### src/hw/rtl/dvaw_pkg.sv
`timescale 1ns / 1ps

package dvaw_pkg;

    // default geometry widths
    localparam int DIM_BITS_DEF    = 10;
    localparam int KERNEL_BITS_DEF = 4;
    localparam int ADDR_BITS_DEF   = 40;

    // fixed field widths
    localparam int PAD_BITS  = 8;
    localparam int STEP_BITS = 4;

    // input channel: start_req at bit 0, padded to a byte
    localparam int S_TDATA_W = 8;
    localparam int M_TUSER_W = 2;

    // saturating product passes: channels, three kernel sizes, three grid sizes
    localparam int GEOM_STEPS = 7;

    // register map, index order
    typedef enum logic [2:0] {
        REG_CHANNELS = 3'd0,
        REG_VOL_DIMS = 3'd1,
        REG_COL_DIMS = 3'd2,
        REG_KERNEL   = 3'd3,
        REG_PAD      = 3'd4,
        REG_STRIDE   = 3'd5,
        REG_DILATION = 3'd6
    } reg_idx_t;

    localparam int REG_IDX_W = 3;

    // precompute unit to walker
    typedef struct packed {
        logic busy;
        logic too_large;
    } geom_status_t;

    // APB data width: 64 once a packed dimension register passes 32 bits
    function automatic int apb_data_w(input int dim_bits);
        return (3 * dim_bits > 32) ? 64 : 32;
    endfunction

    // byte offset bits below the register index
    function automatic int apb_shift(input int dim_bits);
        return (3 * dim_bits > 32) ? 3 : 2;
    endfunction

endpackage

### src/hw/rtl/dvaw_front.sv
`timescale 1ns / 1ps

module dvaw_front (
    input  logic                           aclk,
    input  logic                           aresetn,
    input  logic                           s_tvalid,
    output logic                           s_tready,
    input  logic [dvaw_pkg::S_TDATA_W-1:0] s_tdata,   // [0] start_req
    input  logic                           q_pop,
    output logic                           q_valid,
    output logic                           q_start
);

    localparam int DEPTH   = 2;
    localparam int PTR_W   = $clog2(DEPTH);
    localparam int COUNT_W = $clog2(DEPTH + 1);

    logic               slot_reg [DEPTH];
    logic [PTR_W-1:0]   wr_ptr_reg;
    logic [PTR_W-1:0]   rd_ptr_reg;
    logic [COUNT_W-1:0] count_reg;
    logic               push;
    logic               pop;

    assign s_tready = (count_reg != COUNT_W'(DEPTH));
    assign q_valid  = (count_reg != '0);
    assign q_start  = slot_reg[rd_ptr_reg];
    assign push     = s_tvalid && s_tready;
    assign pop      = q_pop && q_valid;

    always_ff @(posedge aclk) begin
        if (push) begin
            slot_reg[wr_ptr_reg] <= s_tdata[0];
        end
    end

    always_ff @(posedge aclk) begin
        if (!aresetn) begin
            wr_ptr_reg <= '0;
            rd_ptr_reg <= '0;
            count_reg  <= '0;
        end else begin
            if (push) begin
                wr_ptr_reg <= wr_ptr_reg + PTR_W'(1);
            end
            if (pop) begin
                rd_ptr_reg <= rd_ptr_reg + PTR_W'(1);
            end
            if (push && !pop) begin
                count_reg <= count_reg + COUNT_W'(1);
            end else if (pop && !push) begin
                count_reg <= count_reg - COUNT_W'(1);
            end
        end
    end

endmodule

### config.mk
export PLATFORM = sky130hd
export DESIGN_NAME = dvaw_front
export DESIGN_NICKNAME = d
export VERILOG_FILES = /design/src/hw/rtl/dvaw_pkg.sv /design/src/hw/rtl/dvaw_front.sv
export SDC_FILE = /design/constraint.sdc
export NUM_CORES = 1
export LEC_CHECK = 0
export BUFFER_PORTS_ARGS = -buffer_cell sky130_fd_sc_hd__buf_2
export CAP_MARGIN = 20
export CORE_AREA = 2 2 39 41
export DETAILED_ROUTE_END_ITERATION = 10
export DIE_AREA = 0 0 41 43
export PLACE_DENSITY = 0.53
export SYNTH_ARGS = -nofsm -noshare
export SYNTH_HDL_FRONTEND = slang
export SYNTH_SLANG_ARGS = --single-unit
### constraint.sdc
create_clock -name aclk -period 1.9 [get_ports aclk]
set_clock_uncertainty 0.2 [all_clocks]
set_input_delay 0 -clock aclk [delete_from_list [all_inputs] [get_ports aclk]]
set_output_delay 0 -clock aclk [all_outputs]
set_load 0.03 [all_outputs]
---- Word-level counts from Yosys, hierarchy flattened ----
Memories as Yosys holds them, arrays and structs flattened. A register that Yosys moved wholly into a read port is not among the register bits.
Index checks and enable logic that the tools add are counted.
cells by class
  add/sub/neg operators ................... 4
  equal/unequal tests ..................... 1
  mux-type cells .......................... 6
  reductions and logical operators ........ 8
operators by type and width
  kind                                              count
  logical AND 1 bit                                 4
  two-way mux 1 bit                                 4
  two-way mux 2 bit                                 2
  nonzero test 2 bit                                2
  adder 1 bit, second input constant                2
  adder 2 x 1 -> 2 bit, second input constant       1
  logical NOT 1 bit                                 2
  inequality test 2 bit, second input constant      1
  subtractor 2 x 1 -> 2 bit, second input constant  1
word-level totals
  register bits ........................... 4
  RAM bits ................................ 2
  input bits .............................. 12
  output and inout port bits .............. 3
  logic and storage cells ................. 23
  memories ................................ 1
memories
  memory    words  width  read ports  clocked after Yosys merged registers in  write ports  line              source
  slot_reg  2      1      1           1                                        1            dvaw_front.sv:18  logic slot_reg [DEPTH];

---- Depth between registers and ports, before layout ----
Gate-level depths: netlist of the first run.
  word-level depth ........................ 6
  depth in mapped cells ................... 6
  depth with buffers taken out ............ 6

---- Worst setup path before layout of the first run ----
No wires, ideal clock.
  kind .................................... register to register
  start ................................... reg count_reg[0]
  end ..................................... reg count_reg[1]
  setup time .............................. 0.070 ns
  data arrival time ....................... 1.480 ns
  data required time ...................... 1.630 ns
  slack ................................... 0.150 ns
  cell stages (with the launch flop) ...... 6
  path buffers ............................ 0
  period minus slack after synthesis ...... 1.750 ns
  path through ............................ dfxtp_1 nand2b_4 and2_1 ha_1 or3_1 a21boi_1
on the way
  cells in the longest elaborated chain, start to end .. 5
  elaborated cells between the ends (all ways) .. 13
  those cells by class .................... 2 x add/sub; 1 x eq/ne; 2 x mux; 8 x reduce/logical
ends and longest elaborated chain
  element                              line              source
  start, declared                      dvaw_front.sv:21  logic [COUNT_W-1:0] count_reg;
  start signal, assigned               dvaw_front.sv:50  count_reg <= count_reg + COUNT_W'(1);
  start signal, assigned               dvaw_front.sv:52  count_reg <= count_reg - COUNT_W'(1);
  inequality test 2 bit (*)            dvaw_front.sv:25  assign s_tready = (count_reg != COUNT_W'(DEPTH));
  named net s_tready                   dvaw_front.sv:7   output logic s_tready,
  logical AND 1 bit (*)                dvaw_front.sv:28  assign push = s_tvalid && s_tready;
  named net push                       dvaw_front.sv:22  logic push;
  logical NOT 1 bit                    dvaw_front.sv:51  end else if (pop && !push) begin
  logical AND 1 bit                    dvaw_front.sv:51
  nonzero test 2 bit (no source line)  --
Mark *: on every way through the listed nets, which the timed path passes. The rest lies on a longest branch. The select of a mux whose other input is x is not followed.
A chain may end at the register's enable or synchronous reset.

---- Worst setup path in the final report of the first run ----
  start ................................... reg count_reg[0]
  end ..................................... reg count_reg[1]
on the way
  cells in the longest elaborated chain, start to end .. 5
  elaborated cells between the ends (all ways) .. 13
  those cells by class .................... 2 x add/sub; 1 x eq/ne; 2 x mux; 8 x reduce/logical
ends and longest elaborated chain
  element                              line
  inequality test 2 bit (*)            dvaw_front.sv:25
  logical AND 1 bit (*)                dvaw_front.sv:28
  named net push                       dvaw_front.sv:22
  logical NOT 1 bit                    dvaw_front.sv:51
  logical AND 1 bit                    dvaw_front.sv:51
  nonzero test 2 bit (no source line)  --
Marked as above.

==> out/qor.tcl, run 1 <==
set qor(final.min_clock_period_ns) 1.770
set qor(ys_top_cells_by_area) {dfxtp_1 32%, edfxtp_1 19%, and2_1 8.0%, xnor2_1 5.6%, nand2b_4 4.4%}
set qor(clkSlewWorstSetupHoldPaths_ns) 0.05
set qor(finalCritPeriodShare_pct) 93.16
set qor(setup-tns-final_ns) 0
set qor(h_tree_depth) 1
set qor(setup-violations-final) 0
set qor(powerDensity_mw_per_mm2) 1484
set qor(synth_edf_count) 2
set qor(yosysTopAreaCellShare_pct) 31.87
set qor(clkLatencyLatePin_ns) 0.24
set qor(cp_data_arrival_time_ns) 1.75
set qor(clkSinkCount) 7
set qor(antenna_violations_before_repair) 0
set qor(cts_buffers) 3
set qor(fp.dieH_microns) 43
set qor(detail-route-antenna-nets) 0
set qor(maxSlewViolCount) 0
set qor(crit-reg2reg-launch) {count_reg[0]}
set qor(hold_class) {in -> reg}
set qor(regToRegEndpoint) {count_reg[1]}
set qor(power.total_uw) 631.4
set qor(globalRouteOverflowTotal) 0
set qor(drt_pre_antenna_iters) 3
set qor(root_buffer) {clkbuf_4}
set qor(yosysUniqueCellTypes) 18
set qor(row_count) 14
set qor(first_iter_violations) 2
set qor(hold_path_depth) 4
set qor(synth_largest_area_cell) {dfxtp_1}
set qor(wl_per_cell_microns) 8.018
set qor(crit_path_kind) {reg -> reg}
set qor(core_region_area_sq_mm) 0.001384
set qor(critical_path_required_ns) 1.88
set qor(vdd.ir_drop.worst_uv) 700.4
set qor(worstMarginPinSlew_ns) 0.2284
set qor(synth-main-ff-cell) {dfxtp_1}
set qor(postSynthCellCount) 27
set qor(average_size_of_a_mapped_cell_sq_um) 11.63
set qor(synth.yosys.seq_area_share_pct) 51.00
set qor(area.growth.synth_to_final_pct) 35.46
set qor(p_leak_nw) 0.1820
set qor(crit_path_start_kind) {flop}
set qor(synth.most_common_cell) {dfxtp_1}
set qor(synthTopCellsByCount) {5 x dfxtp_1, 4 x and2_1, 2 x edfxtp_1, 2 x xnor2_1}
set qor(place.port_buffers) 7
set qor(setup_repair_after_global_routing_missed_its_margin) {false}
set qor(cts_tree) {done}
set qor(max_cap_violations) 0
set qor(globalRouteTotalUtil_pct) 6.855
set qor(timing.slew.headroom_pct) 84.67
set qor(finalHoldViolations) 0
set qor(ys_seq_elements) 7
set qor(final_net_count) 55
set qor(hold_path.startpoint) {q_pop}
set qor(status) {completed}
set qor(ys_async_sr_fraction_pct) 0
set qor(dp_hpwl_microns) 342.8
set qor(timing.reg2reg.worst_path_depth) 5
set qor(route.detailed.vias_per_inst) 3.842
set qor(drive_gt1_share_pct) 34.15
set qor(routed-via-count) 219
set qor(synth.yosys.warnings) 0
set qor(worstSetupEndpointType) {flop}
set qor(crit_path_max_fanout) 5
set qor(pin_count_of_the_biggest_net_entering_global_routing) 6
set qor(ctsLongestPathBuffers) 2
set qor(grt_first_pass_wirelength_microns) 745
set qor(wl_microns) 457
set qor(synth.cell_area_sq_um) 314.1
set qor(total_nets_after_synthesis) 40
set qor(min_to) {rd_ptr_reg}
set qor(diodes) 0
set qor(remaining_drc_errors) 0
set qor(first_global_vias) 204
set qor(regToRegSetupSlack_ns) 0.13
set qor(die-area_sq_mm) 0.001763
set qor(effective_utilization_at_floorplan_pct) 22.69
set qor(place.gp.congestion) 0.6201
set qor(fp.dieW_microns) 41
set qor(max_freq_mhz) 565.0
set qor(floorplan.io_pins) 15
-- area by class of cell --
cell class                      count  area (sq um)
Inverter                            1         3.754
Timing Repair Buffer               10         65.06
Tap cell                           16         20.02
Multi-Input combinational cell     19         150.1
Sequential cell                     7         160.2
Fill cell                         146         958.4
Clock buffer                        4         26.28
-- routing by layer --
layer / GRT usage [%] / up-vias / share of wire (%)
li1: - / 121 / -
met1: 6.189 / 93 / 49
met2: 9.688 / 5 / 45
met3: 6.283 / 0 / 6.1
met4: 4.000 / 0 / 0
met5: 0 / - / 0
-- where the power goes --
group          switching [mW]  total, mW  internal (mW)
clock                  0.0518      0.132         0.0799
combinational           0.135      0.266          0.130
sequential             0.0350      0.234          0.199
-- cell families after synthesis --
logic type | count (synthesis) | share of synthesized area (%)
fa+ha+maj | 1 | 3.983
buf+inv | 1 | 1.194
simple gates | 9 | 20.72
xor+xnor | 3 | 8.368
mux | 1 | 3.585
flops | 7 | 51.00
compound gates | 5 | 11.15
-- how the worst max path moves through the flow --
stage                       from            to  slack, ns
floorplan           count_reg[0]  count_reg[1]       0.15
global placement    count_reg[0]  count_reg[1]       0.15
detailed placement  count_reg[0]  count_reg[1]       0.15
CTS                 count_reg[0]  count_reg[1]       0.13
global route        count_reg[1]  count_reg[1]       0.05
finish              count_reg[0]  count_reg[1]       0.13
-- placed cells by master (no fill, tap or decap), types with 2 or more instances in the layout --
cell type | synthesis | layout
buf_2 | 0 | 7
dfxtp_1 | 5 | 5
and2_1 | 4 | 4
clkbuf_4 | 0 | 3
dlygate4sd3_1 | 0 | 3
xnor2_1 | 2 | 2
edfxtp_1 | 2 | 2
-- worst max-delay path, cell delays in order (launching register included) --
cell,delay [ns]
dfxtp_1,0.35
nand2b_4,0.17
and2_1,0.16
ha_1,0.33
or3_1,0.35
a21boi_1,0.14
-- what timing repair did --
action,in CTS,in global routing
endpoints found under the hold margin,9,0
hold buffers,3,0
resized for setup,0,0
setup buffers,0,0
-- through the flow --
step	hold slack, ns	instance area, sq um	worst slack (ns)	cells	util (%)
2_1_floorplan	-0.1011	314.1	0.1496	27	-
6_report	0.04260	425.4	0.1300	57	30.74
4_1_cts	0.04354	425.4	0.1297	57	30.74
5_1_grt	0.08342	425.4	0.04815	57	30.74
3_3_place_gp	-0.004742	369.1	0.1501	50	26.67
3_5_place_dp	-0.001744	369.1	0.1505	50	26.67
Power figures use the tool's default switching activity.
==> inputs of run 2 (changes only) <==
clock period = 1.86 ns   (was 1.9 ns; I/O delays follow)
==> out/qor.tcl, run 2 (same netlist as run 1, synthesis figures left out) <==
set qor(status) {completed}
set qor(final.min_clock_period_ns) 1.767 ;# -0.002588 ns
set qor(effective_utilization_at_floorplan_pct) 22.69 ;# unchanged
set qor(maxSlewViolCount) 0 ;# unchanged
set qor(powerDensity_mw_per_mm2) 1521 ;# +2.5%
set qor(worstSetupEndpointType) {flop}
set qor(worst_setup_path_startpoint) {count_reg[0]}
set qor(power_frac_seq_pct) 36.9 ;# about the same
set qor(clkLatencyLatePin_ns) 0.24 ;# about the same
set qor(routed-via-count) 226 ;# +3.2%
set qor(core_region_area_sq_mm) 0.001384 ;# unchanged
set qor(p_comb_share_pct) 41.7 ;# -0.4 points
set qor(fin_ws_ns) 0.09254 ;# -0.03741 ns
set qor(ctsLongestPathBuffers) 2 ;# unchanged
set qor(max_freq_mhz) 565.8 ;# +0.15%
set qor(post_dp_cell_area_sq_um) 369.1 ;# unchanged
set qor(netSwitchingPower_uw) 229.1 ;# +3.1%
set qor(setup-tns-final_ns) 0 ;# unchanged
set qor(stdcell_area_sq_um) 425.4 ;# unchanged
set qor(p_leak_nw) 0.1820 ;# unchanged
set qor(crit_path_kind) {reg -> reg}
set qor(critical_path_required_ns) 1.84 ;# -0.04 ns
set qor(drt_pre_antenna_iters) 1 ;# -2
set qor(globalRouteTotalUtil_pct) 7.871 ;# +1.0 points
set qor(place.gp.congestion) 0.6579 ;# +6.1%
set qor(root_buffer) {clkbuf_4}
set qor(route.detailed.vias_per_inst) 3.965 ;# +3.2%
set qor(clock_power_share_pct) 21.4 ;# +0.5 points
set qor(regToRegSetupSlack_ns) 0.09 ;# -0.04 ns
set qor(internal_power_uw) 417.8 ;# +2.1%
set qor(setup_repair_after_global_routing_missed_its_margin) {false}
set qor(max_cap_violations) 0 ;# unchanged
set qor(area.growth.synth_to_final_pct) 35.46 ;# unchanged
set qor(cp_data_arrival_time_ns) 1.75 ;# about the same
set qor(crit_path_start_kind) {flop}
set qor(hold_path.startpoint) {q_pop}
set qor(worstMarginPinSlew_ns) 0.2107 ;# -0.01772 ns
set qor(cts_buffers) 3 ;# unchanged
set qor(wl_microns) 478 ;# +4.6%
set qor(finalCritPeriodShare_pct) 95.02 ;# +1.9 points
set qor(vdd.ir_drop.worst_uv) 528.3 ;# -25%
set qor(pin_count_of_the_biggest_net_entering_global_routing) 6 ;# unchanged
set qor(fp.dieH_microns) 43 ;# unchanged
set qor(clkSlewWorstSetupHoldPaths_ns) 0.06 ;# about the same
set qor(setup-violations-final) 0 ;# unchanged
set qor(first_iter_violations) 0 ;# -2
set qor(globalRouteOverflowTotal) 0 ;# unchanged
set qor(place.port_buffers) 7 ;# unchanged
set qor(cts_tree) {done}
set qor(timing.slew.headroom_pct) 85.86 ;# +1.2 points
set qor(remaining_drc_errors) 0 ;# unchanged
set qor(power_switching_share_pct) 35.42 ;# +0.22 points
set qor(crit_path_max_fanout) 5 ;# unchanged
set qor(power.total_uw) 646.9 ;# +2.5%
set qor(die-area_sq_mm) 0.001763 ;# unchanged
set qor(row_count) 14 ;# unchanged
set qor(postCtsSetupRepairBufs) 0 ;# unchanged
set qor(layout_commonest_cell) {buf_2}
set qor(drive_gt1_share_pct) 34.15 ;# unchanged
set qor(hold_class) {in -> reg}
set qor(preCtsSetupSlack_ns) 0.1064 ;# -0.04412 ns
set qor(finalHoldViolations) 0 ;# unchanged
set qor(fp.dieW_microns) 41 ;# unchanged
set qor(clkSinkCount) 7 ;# unchanged
set qor(wl_per_cell_microns) 8.386 ;# +4.6%
set qor(grt_first_pass_wirelength_microns) 883 ;# +19%
set qor(final_net_count) 55 ;# unchanged
set qor(floorplan.io_pins) 15 ;# unchanged
set qor(antenna_violations_before_repair) 0 ;# unchanged
set qor(critical_path.max_stage_delay_ns) 0.35 ;# about the same
set qor(crit-reg2reg-launch) {count_reg[0]}
set qor(critical_path.slowest_cell) {dfxtp_1}
set qor(filler_cell_count) 143 ;# -2.1%
set qor(timing.critical_path.cells) {nand2b_4, and2_1, ha_1, or3_1, a21boi_1}
set qor(first_global_vias) 222 ;# +8.8%
set qor(detail-route-antenna-nets) 0 ;# unchanged
set qor(layout.cells.most_common_list) {7 x buf_2, 5 x dfxtp_1, 4 x and2_1, 3 x clkbuf_4, 3 x dlygate4sd3_1}
set qor(h_tree_depth) 1 ;# unchanged
set qor(diodes) 0 ;# unchanged
-- run 2: cell counts in the layout (fill, tap and decap cells not counted) --
Identical to the previous run, type by type.
-- run 2: path summary, 6_finish.rpt --
| check | endpoint | cells after the start |
|---|---|---|
| worst min register to register | count_reg[1] | 2 |
| worst max-delay path | count_reg[1] | 5 |
| worst min-delay path | rd_ptr_reg | 4 |
| worst max register to register | count_reg[1] | 5 |
-- run 2: power groups by stage --
stage	logic (mW)	registers, mW	clock network (mW)
2_1_floorplan	0.219	0.235	0
3_3_place_gp	0.267	0.242	0
3_5_place_dp	0.266	0.243	0
4_1_cts	0.273	0.240	0.142
5_1_grt	0.306	0.245	0.151
6_report	0.270	0.239	0.139
-- run 2: per-stage QoR --
stage               hold slack (ns)  std cells  util, %
floorplan                   -0.1011         27        -
global placement          -0.004730         50    26.67
detailed placement        0.0005919         50    26.67
CTS                         0.04515         57    30.74
global route                 0.1160         57    30.74
finish                      0.03670         57    30.74
-- run 2: final cells by class --
type / count / area, sq um / area share [%]
Inverter: 1 / 3.754 / 0.8824
Clock buffer: 4 / 26.28 / 6.176
Timing Repair Buffer: 10 / 65.06 / 15.29
Sequential cell: 7 / 160.2 / 37.65
Multi-Input combinational cell: 19 / 150.1 / 35.29
Tap cell: 16 / 20.02 / 4.706
-- run 2: repair_timing --
item	in CTS	in global routing
endpoints found under the hold margin	9	0
gates resized for setup	0	0
hold buffers	3	0
-- run 2: worst max-delay path: cells and delay by family (launching register included) --
family	cells	cell delay (ns)
simple gates	3	0.68
flops	1	0.35
fa+ha+maj	1	0.33
compound gates	1	0.14
-- run 2: metal layers --
metal / up-vias / wire length [microns] / part of all wire, % / global-route usage [%]
li1: 121 / - / - / -
met1: 100 / 229 / 48 / 9.477
met2: 3 / 221 / 46 / 9.688
met3: 2 / 18 / 3.8 / 3.141
met4: 0 / 8 / 1.7 / 8.000
met5: - / 0 / 0 / 0
==> inputs of run 3 (changes only) <==
ABC_AREA = 1   (was unset)
CORE_AREA = 3 3 40 42   (was 2 2 39 41)
DIE_AREA = 0 0 43 45   (was 0 0 41 43)
PLACE_DENSITY = 0.54   (was 0.53)
==> out/qor.tcl, run 3 <==
set qor(postSynthCellCount) 40 ;# +48%
set qor(clock_power_share_pct) 21.1 ;# -0.3 points
set qor(effective_utilization_at_floorplan_pct) 25.12 ;# +2.4 points
set qor(synth_edf_count) 2 ;# unchanged
set qor(grt_first_pass_wirelength_mm) 1.014 ;# +15%
set qor(critical_path.slowest_cell) {dfxtp_1}
set qor(drive_gt1_share_pct) 27.27 ;# -6.9 points
set qor(synth.most_common_cell) {nor2_1}
set qor(p_leak_nw) 0.2102 ;# +15%
set qor(hold_class) {in -> reg}
set qor(cts_buffers) 3 ;# unchanged
set qor(synth.yosys.warnings) 0 ;# unchanged
set qor(root_buffer) {clkbuf_4}
set qor(cts.repair.resized) 0 ;# unchanged
set qor(area.growth.synth_to_final_pct) 37.21
set qor(place.port_buffers) 7 ;# unchanged
set qor(detail-route-antenna-nets) 0 ;# unchanged
set qor(synthTopCellsByCount) {8 x nor2_1, 7 x nand2_1, 6 x inv_1, 5 x dfxtp_1}
set qor(yosysTopAreaCellShare_pct) 31.01 ;# -0.86 points
set qor(wl_microns) 584 ;# +22%
set qor(finalHoldViolations) 0 ;# unchanged
set qor(clkSinkCount) 7 ;# unchanged
set qor(ys_async_sr_fraction_pct) 0 ;# unchanged
set qor(power_frac_seq_pct) 35.0 ;# -1.9 points
set qor(critPathMostFrequentCell) {inv_1}
set qor(row_count) 13 ;# -1
set qor(antenna_violations_before_repair) 0 ;# unchanged
set qor(place.gp.congestion) 0.7162 ;# +8.9%
set qor(critical_path_required_ns) 1.85 ;# about the same
set qor(power_switching_share_pct) 41.87 ;# +6.4 points
set qor(placed_cells_incl_taps) 62 ;# +24%
set qor(globalRouteTotalUtil_pct) 7.358 ;# -0.51 points
set qor(cts_tree) {done}
set qor(final.min_clock_period_ns) 1.557 ;# -0.2106 ns
set qor(drt_pre_antenna_iters) 2 ;# +1
set qor(layout.cells.most_common_list) {8 x nor2_1, 7 x nand2_1, 7 x buf_2, 6 x inv_1, 5 x dfxtp_1}
set qor(fp.dieH_microns) 45 ;# +4.7%
set qor(average_size_of_a_mapped_cell_sq_um) 8.070 ;# -31%
set qor(final_net_count) 69 ;# +25%
set qor(synth.yosys.seq_area_share_pct) 49.61 ;# -1.4 points
set qor(core_region_area_sq_mm) 0.001285 ;# -7.1%
set qor(status) {completed}
set qor(powerDensity_mw_per_mm2) 1501 ;# -1.3%
set qor(synth-main-ff-cell) {dfxtp_1}
set qor(yosysUniqueCellTypes) 16 ;# -2
set qor(p_comb_share_pct) 43.9 ;# +2.2 points
set qor(stdcell_area_sq_um) 442.9 ;# +4.1%
set qor(die-area_sq_mm) 0.001935 ;# +9.8%
set qor(layout_commonest_cell) {nor2_1}
set qor(timing.critical_path.cells) {inv_2, nand2_2, nand2_4, clkinv_2, ha_1, inv_1, nand3_1, nand2_1, inv_1, nor2_1}
set qor(cp_data_arrival_time_ns) 1.55 ;# -0.20 ns
set qor(vdd.ir_drop.worst_uv) 651.2 ;# +23%
set qor(setup_repair_after_global_routing_missed_its_margin) {false}
set qor(critical_path.max_stage_delay_ns) 0.33 ;# -0.02 ns
set qor(setup-tns-final_ns) 0 ;# unchanged
set qor(internal_power_uw) 386.5 ;# -7.5%
set qor(hold_slack_ns) 0.2749 ;# +0.2382 ns
set qor(ys_top_cells_by_area) {dfxtp_1 31%, edfxtp_1 19%, nor2_1 9.3%, nand2_1 8.1%, inv_1 7.0%}
set qor(max_cap_violations) 0 ;# unchanged
set qor(crit_path_kind) {reg -> reg}
set qor(clkSlewWorstSetupHoldPaths_ns) 0.06 ;# about the same
set qor(diodes) 0 ;# unchanged
set qor(finalCritPeriodShare_pct) 83.70 ;# -11 points
set qor(post_dp_cell_area_sq_um) 376.6 ;# +2.0%
set qor(globalRouteOverflowTotal) 0 ;# unchanged
set qor(max_freq_mhz) 642.3 ;# +14%
set qor(dp_hpwl_microns) 427
set qor(route.detailed.vias_per_inst) 3.943 ;# -0.56%
set qor(total_nets_after_synthesis) 53 ;# +33%
set qor(crit_path_max_fanout) 5 ;# unchanged
set qor(worstMarginPinSlew_ns) 0.1693 ;# -0.04132 ns
set qor(first_global_vias) 247 ;# +11%
set qor(timing.slew.headroom_pct) 88.70 ;# +2.8 points
set qor(remaining_drc_errors) 0 ;# unchanged
set qor(synth_largest_area_cell) {dfxtp_1}
set qor(finalCoreUtilization_pct) 34.47 ;# +3.7 points
set qor(setup-violations-final) 0 ;# unchanged
set qor(maxSlewViolCount) 0 ;# unchanged
set qor(routed-via-count) 276 ;# +22%
set qor(netSwitchingPower_uw) 278.3 ;# +21%
set qor(ctsLongestPathBuffers) 2 ;# unchanged
set qor(postCtsSetupRepairBufs) 0 ;# unchanged
set qor(filler_cell_count) 145 ;# +1.4%
set qor(fp.dieW_microns) 43 ;# +4.9%
set qor(first_iter_violations) 3 ;# +3
set qor(floorplan.io_pins) 15 ;# unchanged
set qor(pin_count_of_the_biggest_net_entering_global_routing) 6 ;# unchanged
set qor(crit_path_start_kind) {flop}
set qor(ys_seq_elements) 7 ;# unchanged
set qor(clkLatencyLatePin_ns) 0.25 ;# about the same
set qor(worstSetupEndpointType) {flop}
set qor(h_tree_depth) 1 ;# unchanged
set qor(final_cells) 70 ;# +23%
set qor(synth.cell_area_sq_um) 322.8 ;# +2.8%
set qor(wl_per_cell_microns) 8.343 ;# -0.51%
-- run 3: cell types whose count changed in the layout (fill, tap and decap cells not counted), moves of 2 or more --
cell,change
nand2_1,+7
nor2_1,+8
and2_1,-4
xnor2_1,-2
inv_1,+5
-- run 3: worst paths after layout --
path | slack (ns) | cells past startpoint | end | startpoint
hold reg to reg | 0.31 | 2 | rd_ptr_reg | rd_ptr_reg
setup reg to reg | 0.30 | 10 | count_reg[1] | count_reg[0]
setup / recovery | 0.30 | 10 | count_reg[1] | count_reg[0]
hold / removal | 0.27 | 2 | slot_reg[0] | s_tdata[0]
-- run 3: worst max-delay path: cells and delay by family, from the launching register on --
kind / cells / cell delay (ns)
DFF: 1 / 0.33
adders and majority gates: 1 / 0.31
and+or+nand+nor: 5 / 0.39
buffers and inverters: 4 / 0.27
-- run 3: cell families after synthesis --
logic type | share of synthesized area, %
buffers and inverters | 9.687
AOI/OAI and AO/OA | 6.976
adders and majority gates | 3.875
and+or+nand+nor | 26.36
DFF | 49.61
muxes | 3.488
-- run 3: stage by stage --
| stage | total power, mW | setup WS [ns] |
|---|---|---|
| 3_3_place_gp | 0.5181 | 0.3290 |
| 6_report | 0.6648 | 0.3031 |
| 2_1_floorplan | 0.4551 | 0.3174 |
| 3_5_place_dp | 0.5222 | 0.3183 |
| 5_1_grt | 0.7217 | 0.1974 |
| 4_1_cts | 0.6678 | 0.3036 |
-- run 3: final cells by class --
| type | instances | area [sq um] | share of cell area (%) |
|---|---|---|---|
| clock buffer | 4 | 26.28 | 5.932 |
| inverter | 8 | 31.28 | 7.062 |
| multi-input combinational | 25 | 131.4 | 29.66 |
| sequential | 7 | 160.2 | 36.16 |
| tap | 15 | 18.77 | 4.237 |
| timing repair buffer | 11 | 75.07 | 16.95 |
-- run 3: per-layer routing --
metal / part of all wire (%) / track usage (%) / vias to the layer above / wire length (microns)
met5: 0 / 0 / - / 0
met4: 0 / 5.422 / 0 / 0
met3: 3.3 / 2.390 / 0 / 19
met2: 44 / 10.18 / 3 / 255
met1: 53 / 9.512 / 120 / 309
li1: - / - / 153 / -
-- run 3: repair_timing --
action	4_1_cts	5_1_grt
endpoints found under the hold margin	9	0
setup endpoints to repair	0	0
hold buffers	4	0
-- run 3: power groups by stage --
stage	Combinational (mW)	Sequential (mW)	Clock (mW)
3_3_place_gp	0.283	0.235	0
6_report	0.292	0.233	0.140
2_1_floorplan	0.227	0.228	0
5_1_grt	0.325	0.240	0.157
3_5_place_dp	0.286	0.236	0
4_1_cts	0.294	0.233	0.141
